**src/hw/rtl/tram_pkg.sv**
```systemverilog
// types and constants for the two-register alu machine
// no dependencies; imported by two_register_alu_machine
package tram_pkg;

  // request codes on req_type
  typedef enum logic [2:0] {
    OP_LOAD = 3'd0,
    OP_READ = 3'd1,
    OP_ADD  = 3'd2,
    OP_MUL  = 3'd3,
    OP_SUB  = 3'd4,
    OP_DIV  = 3'd5
  } op_t;

  // result kinds on result_kind
  localparam logic KIND_DATA     = 1'b0;
  localparam logic KIND_DIV_ZERO = 1'b1;

  // sequencer states
  typedef enum logic [2:0] {
    S_IDLE,
    S_MUL,
    S_DIV_ABS_N,
    S_DIV_ABS_D,
    S_DIV,
    S_DIV_FIX,
    S_WAIT_OUT
  } state_t;

endpackage

```
**src/hw/rtl/two_register_alu_machine.sv**
```systemverilog
// two-register integer alu: registers a and b, one shared adder under a sequencer
// depends on tram_pkg
//
//  channel | signals                                        | direction
//  --------+------------------------------------------------+----------
//  request | in_valid in_ready req_type dest_sel src_sel    | in
//          | immediate                                      |
//  result  | out_valid out_ready result_kind read_value     | out
//
// load, read, add, subtract and unused codes are handled in the idle state; multiply
// and divide run the one-bit-per-cycle shift-add and restoring-divide loops over
// the single shared adder.
// reset clears both registers to zero and empties the result register.
// a result waits in the output register while the next request is taken;
// a second result stalls the sequencer until the first one is taken.
module two_register_alu_machine #(
  parameter int DATA_WIDTH = 32
) (
  input  logic        clk,
  input  logic        rst,
  input  logic        in_valid,
  output logic        in_ready,
  input  logic [2:0]  req_type,
  input  logic        dest_sel,
  input  logic        src_sel,
  input  logic signed [31:0] immediate,
  output logic        out_valid,
  input  logic        out_ready,
  output logic        result_kind,
  output logic signed [31:0] read_value
);
  import tram_pkg::*;

  localparam int W     = DATA_WIDTH;
  localparam int CNT_W = $clog2(DATA_WIDTH);

  state_t              state, state_next;
  logic [W-1:0]        reg_a, reg_a_next;
  logic [W-1:0]        reg_b, reg_b_next;
  logic [W:0]          acc, acc_next;
  logic [W-1:0]        opx, opx_next;
  logic [W-1:0]        opy, opy_next;
  logic [CNT_W-1:0]    cnt, cnt_next;
  logic                dst_b, dst_b_next;
  logic                neg_n, neg_n_next;
  logic                neg_d, neg_d_next;
  logic                out_valid_next;
  logic                result_kind_next;
  logic signed [31:0]  read_value_next;
  logic                pend_kind, pend_kind_next;
  logic signed [31:0]  pend_value, pend_value_next;

  // shared adder
  logic [W:0]          add_a, add_b, add_sum;
  logic                add_cin;

  logic [W-1:0]        cur_dst, cur_src, imm_w, wr_val;
  logic signed [W-1:0] rd_reg;
  logic [W:0]          rem_sh;
  logic                accept, slot_free, cnt_last, wr_en, wr_sel;

  assign add_sum = add_a + add_b + {{W{1'b0}}, add_cin};

  assign in_ready  = (state == S_IDLE);
  assign accept    = in_valid && in_ready;
  assign slot_free = !out_valid || out_ready;
  assign cnt_last  = (cnt == CNT_W'(DATA_WIDTH - 1));

  assign cur_dst  = dest_sel ? reg_b : reg_a;
  assign cur_src  = src_sel ? reg_b : reg_a;
  assign rd_reg   = signed'(cur_dst);
  assign rem_sh   = {acc[W-1:0], opy[W-1]};

  // immediate fitted to register width: truncate or sign-extend
  logic signed [63:0] imm64;
  assign imm64 = 64'(immediate);
  assign imm_w = imm64[W-1:0];

  // read value sign-extended to 64 bits, low 32 bits emitted
  logic signed [63:0] rd64;
  assign rd64 = 64'(rd_reg);

  // adder operand selection
  always_comb begin
    add_a   = '0;
    add_b   = '0;
    add_cin = 1'b0;
    unique case (state)
      S_IDLE: begin
        add_a = {1'b0, cur_dst};
        if (op_t'(req_type) == OP_SUB) begin
          add_b   = {1'b0, ~cur_src};
          add_cin = 1'b1;
        end else begin
          add_b = {1'b0, cur_src};
        end
      end
      S_MUL: begin
        add_a = acc;
        add_b = {1'b0, (opy[0] ? opx : {W{1'b0}})};
      end
      S_DIV_ABS_N: begin
        add_b   = {1'b0, ~opy};
        add_cin = 1'b1;
      end
      S_DIV_ABS_D: begin
        add_b   = {1'b0, ~opx};
        add_cin = 1'b1;
      end
      S_DIV: begin
        add_a   = rem_sh;
        add_b   = ~{1'b0, opx};
        add_cin = 1'b1;
      end
      S_DIV_FIX: begin
        add_b   = {1'b0, ~opy};
        add_cin = 1'b1;
      end
      S_WAIT_OUT: begin
      end
      default: begin
      end
    endcase
  end

  // sequencer, next state and outputs
  always_comb begin
    state_next       = state;
    acc_next         = acc;
    opx_next         = opx;
    opy_next         = opy;
    cnt_next         = cnt;
    dst_b_next       = dst_b;
    neg_n_next       = neg_n;
    neg_d_next       = neg_d;
    pend_kind_next   = pend_kind;
    pend_value_next  = pend_value;
    out_valid_next   = out_valid && !out_ready;
    result_kind_next = result_kind;
    read_value_next  = read_value;
    wr_en            = 1'b0;
    wr_sel           = dst_b;
    wr_val           = add_sum[W-1:0];

    unique case (state)
      S_IDLE: begin
        if (accept) begin
          wr_sel     = dest_sel;
          dst_b_next = dest_sel;
          unique case (req_type)
            OP_LOAD: begin
              wr_en  = 1'b1;
              wr_val = imm_w;
            end
            OP_READ: begin
              pend_kind_next  = KIND_DATA;
              pend_value_next = rd64[31:0];
              if (slot_free) begin
                out_valid_next   = 1'b1;
                result_kind_next = KIND_DATA;
                read_value_next  = rd64[31:0];
              end else begin
                state_next = S_WAIT_OUT;
              end
            end
            OP_ADD, OP_SUB: begin
              wr_en = 1'b1;
            end
            OP_MUL: begin
              acc_next   = '0;
              opx_next   = cur_dst;
              opy_next   = cur_src;
              cnt_next   = '0;
              state_next = S_MUL;
            end
            OP_DIV: begin
              if (cur_src == '0) begin
                pend_kind_next  = KIND_DIV_ZERO;
                pend_value_next = '0;
                if (slot_free) begin
                  out_valid_next   = 1'b1;
                  result_kind_next = KIND_DIV_ZERO;
                  read_value_next  = '0;
                end else begin
                  state_next = S_WAIT_OUT;
                end
              end else begin
                acc_next   = '0;
                opy_next   = cur_dst;
                opx_next   = cur_src;
                neg_n_next = cur_dst[W-1];
                neg_d_next = cur_src[W-1];
                cnt_next   = '0;
                state_next = S_DIV_ABS_N;
              end
            end
            default: begin
            end
          endcase
        end
      end

      // one partial product per cycle, low bits only
      S_MUL: begin
        acc_next = {1'b0, add_sum[W-1:0]};
        opx_next = {opx[W-2:0], 1'b0};
        opy_next = {1'b0, opy[W-1:1]};
        cnt_next = cnt + CNT_W'(1);
        if (cnt_last) begin
          wr_en      = 1'b1;
          state_next = S_IDLE;
        end
      end

      // magnitudes of dividend and divisor
      S_DIV_ABS_N: begin
        if (neg_n) opy_next = add_sum[W-1:0];
        state_next = S_DIV_ABS_D;
      end
      S_DIV_ABS_D: begin
        if (neg_d) opx_next = add_sum[W-1:0];
        state_next = S_DIV;
      end

      // one restoring quotient bit per cycle
      S_DIV: begin
        if (add_sum[W]) begin
          acc_next = rem_sh;
          opy_next = {opy[W-2:0], 1'b0};
        end else begin
          acc_next = add_sum;
          opy_next = {opy[W-2:0], 1'b1};
        end
        cnt_next = cnt + CNT_W'(1);
        if (cnt_last) state_next = S_DIV_FIX;
      end

      // quotient sign and write-back
      S_DIV_FIX: begin
        wr_en      = 1'b1;
        wr_val     = (neg_n ^ neg_d) ? add_sum[W-1:0] : opy;
        state_next = S_IDLE;
      end

      // result held until the output register frees up
      S_WAIT_OUT: begin
        if (slot_free) begin
          out_valid_next   = 1'b1;
          result_kind_next = pend_kind;
          read_value_next  = pend_value;
          state_next       = S_IDLE;
        end
      end

      default: begin
        state_next = S_IDLE;
      end
    endcase
  end

  // register write-back
  always_comb begin
    reg_a_next = reg_a;
    reg_b_next = reg_b;
    if (wr_en) begin
      if (wr_sel) reg_b_next = wr_val;
      else        reg_a_next = wr_val;
    end
  end

  // control state and architectural registers
  always_ff @(posedge clk) begin
    if (rst) begin
      state     <= S_IDLE;
      reg_a     <= '0;
      reg_b     <= '0;
      out_valid <= 1'b0;
    end else begin
      state     <= state_next;
      reg_a     <= reg_a_next;
      reg_b     <= reg_b_next;
      out_valid <= out_valid_next;
    end
  end

  // datapath and payload registers
  always_ff @(posedge clk) begin
    acc         <= acc_next;
    opx         <= opx_next;
    opy         <= opy_next;
    cnt         <= cnt_next;
    dst_b       <= dst_b_next;
    neg_n       <= neg_n_next;
    neg_d       <= neg_d_next;
    pend_kind   <= pend_kind_next;
    pend_value  <= pend_value_next;
    result_kind <= result_kind_next;
    read_value  <= read_value_next;
  end

endmodule
```
**config.mk**
```make
export PLATFORM = sky130hd
export DESIGN_NAME = two_register_alu_machine
export DESIGN_NICKNAME = d
export VERILOG_FILES = /design/src/hw/rtl/tram_pkg.sv /design/src/hw/rtl/two_register_alu_machine.sv
export SDC_FILE = /design/constraint.sdc
export NUM_CORES = 1
export LEC_CHECK = 0
export ABC_AREA = 1
export BUFFER_PORTS_ARGS = -buffer_cell sky130_fd_sc_hd__buf_2
export CORE_MARGIN = 2
export CORE_UTILIZATION = 50
export CTS_CLUSTER_DIAMETER = 50
export CTS_CLUSTER_SIZE = 28
export DETAILED_ROUTE_END_ITERATION = 6
export PLACE_DENSITY_LB_ADDON = 0.15
export REMOVE_ABC_BUFFERS = 1
export SYNTH_ARGS = -nofsm -noshare
export SYNTH_HDL_FRONTEND = slang
export SYNTH_SLANG_ARGS = --single-unit
```
**constraint.sdc**
```tcl
create_clock -name clk -period 4.7 [get_ports clk]
set_input_delay 0.235 -clock clk [delete_from_list [all_inputs] [get_ports clk]]
set_output_delay 0.235 -clock clk [all_outputs]
set_load 0.02 [all_outputs]
```
Word-level counts from Yosys, hierarchy flattened
Cells that the tools add are included.
Cells by class
  add/sub/neg operators: 3
  equality and inequality tests: 26
  multiplexer cells: 69
  bitwise gates (word level): 7
  reduce and logical (&&, ||, !) cells: 28
Operator list (number)
  $mux W32: 19
  $pmux W32 S2: 6
  $pmux W33 S3: 2
  $pmux W33 S5: 1
  $pmux W32 S4: 1
  $mux W33: 3
  $not A32 Y32: 3
  $pmux W32 S3: 1
  $pmux W33 S2: 1
  $add A33 B1 Y33: 1
  $add A33 B33 Y33: 1
  $not A32 Y33: 1
  $logic_not A32 Y1: 1
  $pmux W5 S2: 2
  $mux W3: 6
  $pmux W3 S6: 1
  $mux W1: 16
  $reduce_and A4 Y1: 4
  $eq A3 B3 Y1 const B: 5
  $reduce_and A5 Y1: 3
  $eq A3 B2 Y1 const B: 4
  $ne A2 B2 Y1 const B: 6
  $ne A3 B3 Y1 const B: 4
  $pmux W1 S2: 6
  other kinds (23): 35
Storage, ports and cells
  bits in registers: 239
  bits of input ports: 41
  output and inout bits: 35
  logic and storage cells: 148

Longest topological paths before layout
Gate-level depths: netlist of the first run.
  word-level depth: 9
  mapped depth: 28

Worst setup path before layout of the first run
OpenSTA, ideal clock, no wires.
  path type: input to register
  from: input port src_sel
  to: register pend_kind (enable)
  library setup time: 474 ps
  data arrival time: 3656 ps
  required time: 4226 ps
  slack: 570 ps
  stages: 9
  buffers on the path: 2
  path through: buf_6 buf_6 o21ai_0 nand2_1 nor2_1 nand2_1 nor2_2 nand2_2 a211oi_1
On the way
  longest elaborated chain between the ends: 4
Ends and longest elaborated chain
  from (decl): RTL line two_register_alu_machine.sv:25  | input logic src_sel,
  $mux W32: RTL line two_register_alu_machine.sv:70  | assign cur_src = src_sel ? reg_b : reg_a;
  $logic_not A32 Y1: RTL line two_register_alu_machine.sv:177  | if (cur_src == '0) begin
  $ne A2 B2 Y1 (no line)
  $reduce_and A4 Y1 (no line)
  to (signal assigned): RTL line two_register_alu_machine.sv:295  | pend_kind <= pend_kind_next;
  to (decl): RTL line two_register_alu_machine.sv:50  | logic pend_kind, pend_kind_next;
Every way passes these cells.
A chain may end at the register's enable or synchronous reset.

Worst setup path after layout of the first run
  from: register state[0]
  to: register acc[12], data pin
On the way
  longest elaborated chain between the ends: 7
Ends and longest elaborated chain
  from (decl): RTL line two_register_alu_machine.sv:37  | state_t state, state_next;
  from (signal assigned): RTL line two_register_alu_machine.sv:279  | state <= state_next;
  $eq A3 B2 Y1 or $eq A3 B3 Y1 (tied branches): RTL line two_register_alu_machine.sv:88  | unique case (state)
  $reduce_or A2 Y1 (no line)
  $pmux W33 S5: RTL line two_register_alu_machine.sv:88
  $add A33 B33 Y33: RTL line two_register_alu_machine.sv:62  | assign add_sum = add_a + add_b + {{W{1'b0}}, add_cin};
  $add A33 B1 Y33: RTL line two_register_alu_machine.sv:62
  $mux W33: RTL line two_register_alu_machine.sv:227  | if (add_sum[W]) begin
  $pmux W33 S3 (*): RTL line two_register_alu_machine.sv:145  | unique case (state)
  named net acc_next[12]: RTL line two_register_alu_machine.sv:40  | logic [W:0] acc, acc_next;
  to (signal assigned): RTL line two_register_alu_machine.sv:288  | acc <= acc_next;
  to (decl): RTL line two_register_alu_machine.sv:40
Mark *: on every way through the listed nets, which the timed path passes. The rest lies on a longest branch.

==> results.sh, run 1 <==
export IMPL_status="finished, violations left"
export IMPL_violations="DRC"
export IMPL_dr_wl_met2_um=27000
export IMPL_finalClockSkew_ns=0.0297
export IMPL_pwr_share_seq_pct=36.0
export IMPL_synth_top_cells_by_area="edfxtp_1, nand2_1, dfxtp_1, inv_1, o21ai_0"
export IMPL_final_setup_viol_count=0
export IMPL_clkTransAtPathRegs_ns=0.06
export IMPL_wl_per_cell_um=21.0
export IMPL_grt_max_degree=69
export IMPL_arrival_ns=4.75
export IMPL_io_pins=76
export IMPL_overflow=0
export IMPL_tightest_slew_ns=1.32
export IMPL_synth_top_area_share_pct=30.0
export IMPL_die_height_um=188
export IMPL_worst_path_max_fanout=19
export IMPL_wl_met3_um=7510
export IMPL_whs_ns=0.0284
export IMPL_slew_viol_final=0
export IMPL_p_leak_uw=0.00879
export IMPL_dr_max_layer_used="met5"
export IMPL_cts_max_level=1
export IMPL_rsz0062_at_grt="false"
export IMPL_antennaDiodeCount=0
export IMPL_cts_root_buf="clkbuf_16"
export IMPL_p_switching_uw=2700
export IMPL_clkLatencyLatePin_ns=0.58
export IMPL_swShare_pct=37.9
export IMPL_cts_tree="yes"
export IMPL_async_reset_ff_share_pct=0
export IMPL_p_comb_share_pct=31.2
export IMPL_drt_iter0_markers=2245
export IMPL_die_area_um2=35500
export IMPL_max_slew_margin_pct=12.1
export IMPL_layout_min_cycle_time_ns=4.48
export IMPL_initial_utilization_pct=50.7
export IMPL_final_hold_viol_count=0
export IMPL_dp_hpwl_um=44200
export IMPL_area_delta_synth_final_pct=12.1
export IMPL_max_vdd_ir_drop_uv=355
export IMPL_grt_pass1_vias=16600
export IMPL_synth_yosys_seq_area_share_pct=38.1
export IMPL_drc_errors=1
export IMPL_num_rows=67
export IMPL_coreArea_um2=33500
export IMPL_clkPwrFrac_pct=32.8
export IMPL_cts_buffer_depth=3
export IMPL_dr_pass1_iters=7
export IMPL_internal_power_uw=4420
export IMPL_synth_cell_types=53
export IMPL_timing_fmax_mhz=223
export IMPL_grt_pass1_wl_um=97000
export IMPL_crit_path_end_kind="register"
export IMPL_postCtsSetupBuffers=0
export IMPL_synth_top_cell_by_area="edfxtp_1"
export IMPL_vias=17600
export IMPL_crit_path_start_kind="register"
export IMPL_finalWirelength_um=63500
export IMPL_synth_enable_flop_cells=170
export IMPL_synth_seq_cells=239
export IMPL_cts_inserted_buffers=31
export IMPL_routabilityCongestion=1.01
export IMPL_final_layout_size_suffix_gt1_share_pct=9.08
export IMPL_postSynthAreaPerCell_um2=6.79
export IMPL_worstPathRequired_ns=4.97
export IMPL_vias_per_cell=5.80
export IMPL_syn_area_um2=17000
export IMPL_clkSinkCount=239
export IMPL_critPathKind="reg -> reg"
export IMPL_postRouteAntennaNets=0
export IMPL_portBuffers=75
export IMPL_antenna_found_initial=2
export IMPL_grt_total_usage_pct=35.4
export IMPL_die_w_um=188
export IMPL_drv_cap=0
export IMPL_nNetsFinal=2629
export IMPL_hold_path_class="in -> reg"
export IMPL_power_density_nw_per_um2=373
export IMPL_ys_warn_count=0
export IMPL_drt_met1_wl_um=26900
export IMPL_synth_top_flop_cell="edfxtp_1"
export IMPL_synth_cells=2506
export IMPL_period_share_pct=95.3
export IMPL_total_power_uw=7110
[flip-flops by register name, summed over array words and instances (netlist names), 3 cells and up]
name / cells
reg_b: 32
acc: 33
state: 3
opy: 32
read_value: 32
reg_a: 32
opx: 32
pend_value: 32
cnt: 5
[synthesized netlist by cell type (2+ instances only)]
cell type	instances
fa_1	2
buf_2	30
nand3_2	2
o21ai_1	51
o22ai_1	5
o2111ai_1	34
buf_1	7
nor2_2	8
nand3_1	166
o21a_1	2
a21oi_2	5
and3_1	2
a21oi_1	90
buf_6	5
ha_1	33
clkbuf_1	76
o211ai_1	22
inv_1	333
nand2_4	2
a221oi_1	2
inv_2	10
clkinv_1	3
nor3_1	8
a211oi_1	3
o21ai_0	216
xnor2_1	11
o22a_1	3
a22oi_1	20
edfxtp_1	170
nand2_2	7
o221a_2	2
a31oi_1	5
o221ai_1	36
nand4_1	5
xor2_1	18
dfxtp_1	69
nand2_1	773
nor2_1	246
nor2_4	4
buf_4	7
[power by group through the flow]
stage / registers (uW) / logic (uW) / clock network (uW)
5_1_grt: 2570 / 2460 / 2410
6_report: 2560 / 2220 / 2330
3_3_place_gp: 2600 / 2130 / 0
2_1_floorplan: 2590 / 1410 / 0
4_1_cts: 2560 / 2160 / 2360
3_5_place_dp: 2600 / 2140 / 0
[cell families after synthesis]
group                      share of synthesized area [%]
DFF                                                 38.1
and+or+nand+nor                                     29.2
AOI/OAI and AO/OA                                   17.5
xor gates and xnor gates                            1.49
adders and majority gates                           2.66
buffers and inverters                               11.1
[cells in the final DEF (no fill, tap or decap), types with 18 or more instances in the layout]
cell / instances
nand2_1: 771
inv_1: 330
nor2_1: 242
o21ai_0: 216
edfxtp_1: 170
nand3_1: 166
a21oi_1: 89
buf_2: 75
dfxtp_1: 68
o21ai_1: 51
buf_4: 42
o221ai_1: 36
o2111ai_1: 34
ha_1: 33
clkbuf_16: 32
o211ai_1: 22
a22oi_1: 20
xor2_1: 18
[worst max-delay path, stage by stage, from the launching register on]
cell and delay, ns:
dfxtp_1 0.40, nor2_2 0.09, nand2_2 0.31, clkinv_1 0.22, nor2_2 0.20, buf_4 0.26
o21ai_0 0.11, a21oi_1 0.18, o21ai_0 0.13, ha_1 0.37, nand2_1 0.09, nand2_1 0.10
a21oi_2 0.20, nor2_1 0.06, nor2_1 0.12, nand2_1 0.10, nand2_2 0.10, nand3_4 0.25
nand2_2 0.33, buf_4 0.28, nand2_1 0.09, nand3_1 0.07, o21ai_0 0.10
[area by class of cell]
cell class                 instances  area, um^2
inverter                         347        1310
clock buffer                      39         857
timing repair buffer             140         992
fill                            3277       14500
multi-input combinational       1794        8720
clock inverter                    18         148
tap                              448         561
sequential                       239        6490
[through the flow]
stage	setup TNS (ns)	setup slack, ns	area (um^2)	utilization, %	cells
final	0	0.221	19100	56.9	3025
after CTS	0	0.309	19100	56.8	3025
after detailed placement	0	0.331	17900	53.4	2953
after global routing	0	0.0283	19100	56.9	3025
after floorplan	-95.67	-1.15	16400	-	2380
after global placement	0	0.430	17900	53.4	2953
[per-layer routing]
| layer | track usage (%) | vias to the layer above |
|---|---|---|
| met5 | 0 | - |
| met4 | 11.4 | 2 |
| met3 | 9.52 | 146 |
| met2 | 53.6 | 1018 |
| met1 | 49.2 | 8046 |
| li1 | - | 8344 |
[worst paths after layout]
check / cells after the start / startpoint / to / slack, ns
setup reg to reg: 22 / state[0] / acc[12] / 0.22
hold reg to reg: 2 / pend_value[23] / read_value[23] / 0.52
hold / removal: 5 / immediate[21] / reg_b[21] / 0.03
setup / recovery: 22 / state[0] / acc[12] / 0.22
[repair_timing]
item / in CTS / in global routing
gates resized for setup: 0 / 6
hold buffers: 15 / 0
endpoints found under the hold margin: 29 / 0
endpoints found under the setup margin: 0 / 24
No activity file was read; power rests on OpenSTA's default activity.
==> run 2, diff against run 1 <==
--- a/config.mk
+++ b/config.mk
@@ -7,6 +7,7 @@
 export LEC_CHECK = 0
 export ABC_AREA = 1
 export BUFFER_PORTS_ARGS = -buffer_cell sky130_fd_sc_hd__buf_2
+export CORE_ASPECT_RATIO = 0.9
 export CORE_MARGIN = 2
 export CORE_UTILIZATION = 50
 export CTS_CLUSTER_DIAMETER = 50
==> results.sh, run 2 (synthesized netlist as in run 1, its figures left out) <==
export IMPL_finalWirelength_um=65200
export IMPL_drv_cap=0
export IMPL_drt_iter0_markers=2121
export IMPL_crit_path_end_kind="register"
export IMPL_p_leak_uw=0.00880
export IMPL_cts_inserted_buffers=35
export IMPL_vias_per_cell=5.83
export IMPL_crit_path_start_kind="register"
export IMPL_place_inst=2971
export IMPL_final_hold_viol_count=0
export IMPL_num_rows=64
export IMPL_timing_fmax_mhz=229
export IMPL_cts_buffer_depth=3
export IMPL_max_slew_margin_pct=15.7
export IMPL_total_power_uw=7430
export IMPL_wl_per_cell_um=21.5
export IMPL_cts_max_level=2
export IMPL_path_cells="inv_4 > nand2_4 > buf_4 > a21oi_1 > o21ai_0 > o221a_2 > o21ai_0 > ha_1 > inv_1 > nor3_1 > nand2_1 > nor2_1 > nor2_4 > nand3_4 > nand2_2 > inv_2 > nand3_1 > nand2_1 > nand2_1"
export IMPL_postCtsSetupBuffers=0
export IMPL_postRouteAntennaNets=0
export IMPL_grt_max_degree=69
export IMPL_critPathMaxStageDelay_ns=0.55
export IMPL_layout_min_cycle_time_ns=4.37
export IMPL_die_area_um2=35500
export IMPL_overflow=0
export IMPL_drc_errors=0
export IMPL_fin_area_um2=19000
export IMPL_dr_pass1_iters=5
export IMPL_top_register="acc"
export IMPL_post_cts_resized=0
export IMPL_cts_tree="yes"
export IMPL_cp_top_family="simple AND/OR/NAND/NOR gates"
export IMPL_rsz0062_at_grt="false"
export IMPL_clkLatencyLatePin_ns=0.54
export IMPL_largest_register_ffs=33
export IMPL_timing_critical_path_buf_inv=4
export IMPL_initial_utilization_pct=50.4
export IMPL_antenna_found_initial=1
export IMPL_cts_root_buf="clkbuf_16"
export IMPL_clkSinkCount=239
export IMPL_max_vdd_ir_drop_uv=298
export IMPL_clkTransAtPathRegs_ns=0.06
export IMPL_final_setup_viol_count=0
export IMPL_die_w_um=198
export IMPL_tns_ns=0
export IMPL_grt_total_usage_pct=36.8
export IMPL_slew_viol_final=0
export IMPL_tightest_slew_ns=1.26
export IMPL_routabilityCongestion=0.981
export IMPL_ctsHoldBuffers=0
export IMPL_io_pins=76
export IMPL_dp_hpwl_um=44600
export IMPL_layout_common_cells="nand2_1, inv_1, nor2_1"
export IMPL_whs_ns=0.0149
export IMPL_portBuffers=75
export IMPL_antennaDiodeCount=0
export IMPL_hold_path_class="in -> reg"
export IMPL_finalClockSkew_ns=0.0218
export IMPL_final_common_cell="nand2_1"
export IMPL_grt_pass1_wl_um=97900
export IMPL_ff2ff_setup_slack_ns=0.33
export IMPL_final_layout_size_suffix_gt1_share_pct=9.33
export IMPL_place_area_um2=17900
export IMPL_status="completed"
export IMPL_worst_path_max_fanout=19
export IMPL_area_delta_synth_final_pct=11.8
export IMPL_vias=17700
export IMPL_period_share_pct=93.0
export IMPL_arrival_ns=4.66
export IMPL_power_density_nw_per_um2=390
export IMPL_nNetsFinal=2622
export IMPL_grt_pass1_vias=16400
export IMPL_die_height_um=179
export IMPL_fin_cells=3034
export IMPL_cpMostUsedCell="nand2_1"
export IMPL_critPathSlowestCell="dfxtp_1"
export IMPL_worstPathRequired_ns=4.99
export IMPL_coreArea_um2=33800
export IMPL_critPathKind="reg -> reg"
-- run 2: cell types whose count changed in the layout (fill, tap and decap cells not counted), sizes merged --
cell         previous run  this run
clkinvlp                3         2
inv                   349       350
dlygate4sd3            15         0
clkinv                 13        12
clkbuf                 39        45
buf                   125       129
bufinv                  0         1
-- run 2: metrics by stage --
stage,setup WS [ns],utilization (%)
global placement,0.613,52.9
floorplan,-1.15,-
global route,0.0374,56.3
CTS,0.430,56.3
finish,0.328,56.3
detailed placement,0.466,52.9
-- run 2: report_power, final --
part / internal (uW) / leakage (uW) / switching (uW)
Sequential: 2460 / 0.00217 / 98.3
Clock: 1550 / 0.000558 / 1100
Combinational: 627 / 0.00607 / 1590
Total: 4640 / 0.00880 / 2780
-- run 2: per-layer routing --
layer  track usage, %  wire length, um  vias up
li1                 -                -     8330
met5                0                9        -
met3             10.2             8230      163
met2             55.1            27200     1145
met1             51.6            27700     8054
met4             11.7             2010        2
-- run 2: cell type report --
type / instances / area, um^2
clock buffer: 45 / 976
clock inverter: 18 / 166
fill: 3338 / 14800
inverter: 347 / 1310
multi-input combinational: 1794 / 8710
sequential: 239 / 6490
tap: 462 / 578
timing repair buffer: 129 / 806
-- run 2: tightest hold or removal path: stages --
cell     delay (ns)
buf_2          0.07
nand2_1        0.06
nand3_1        0.08
nand2_1        0.04
inv_1          0.04
-- run 2: worst paths after layout --
check	from	to	cells after the start
worst max-delay path	state[2]	acc[23]	19
worst min-delay path	immediate[21]	reg_a[21]	5
worst max register to register	state[2]	acc[23]	19
worst min register to register	pend_value[1]	read_value[1]	2
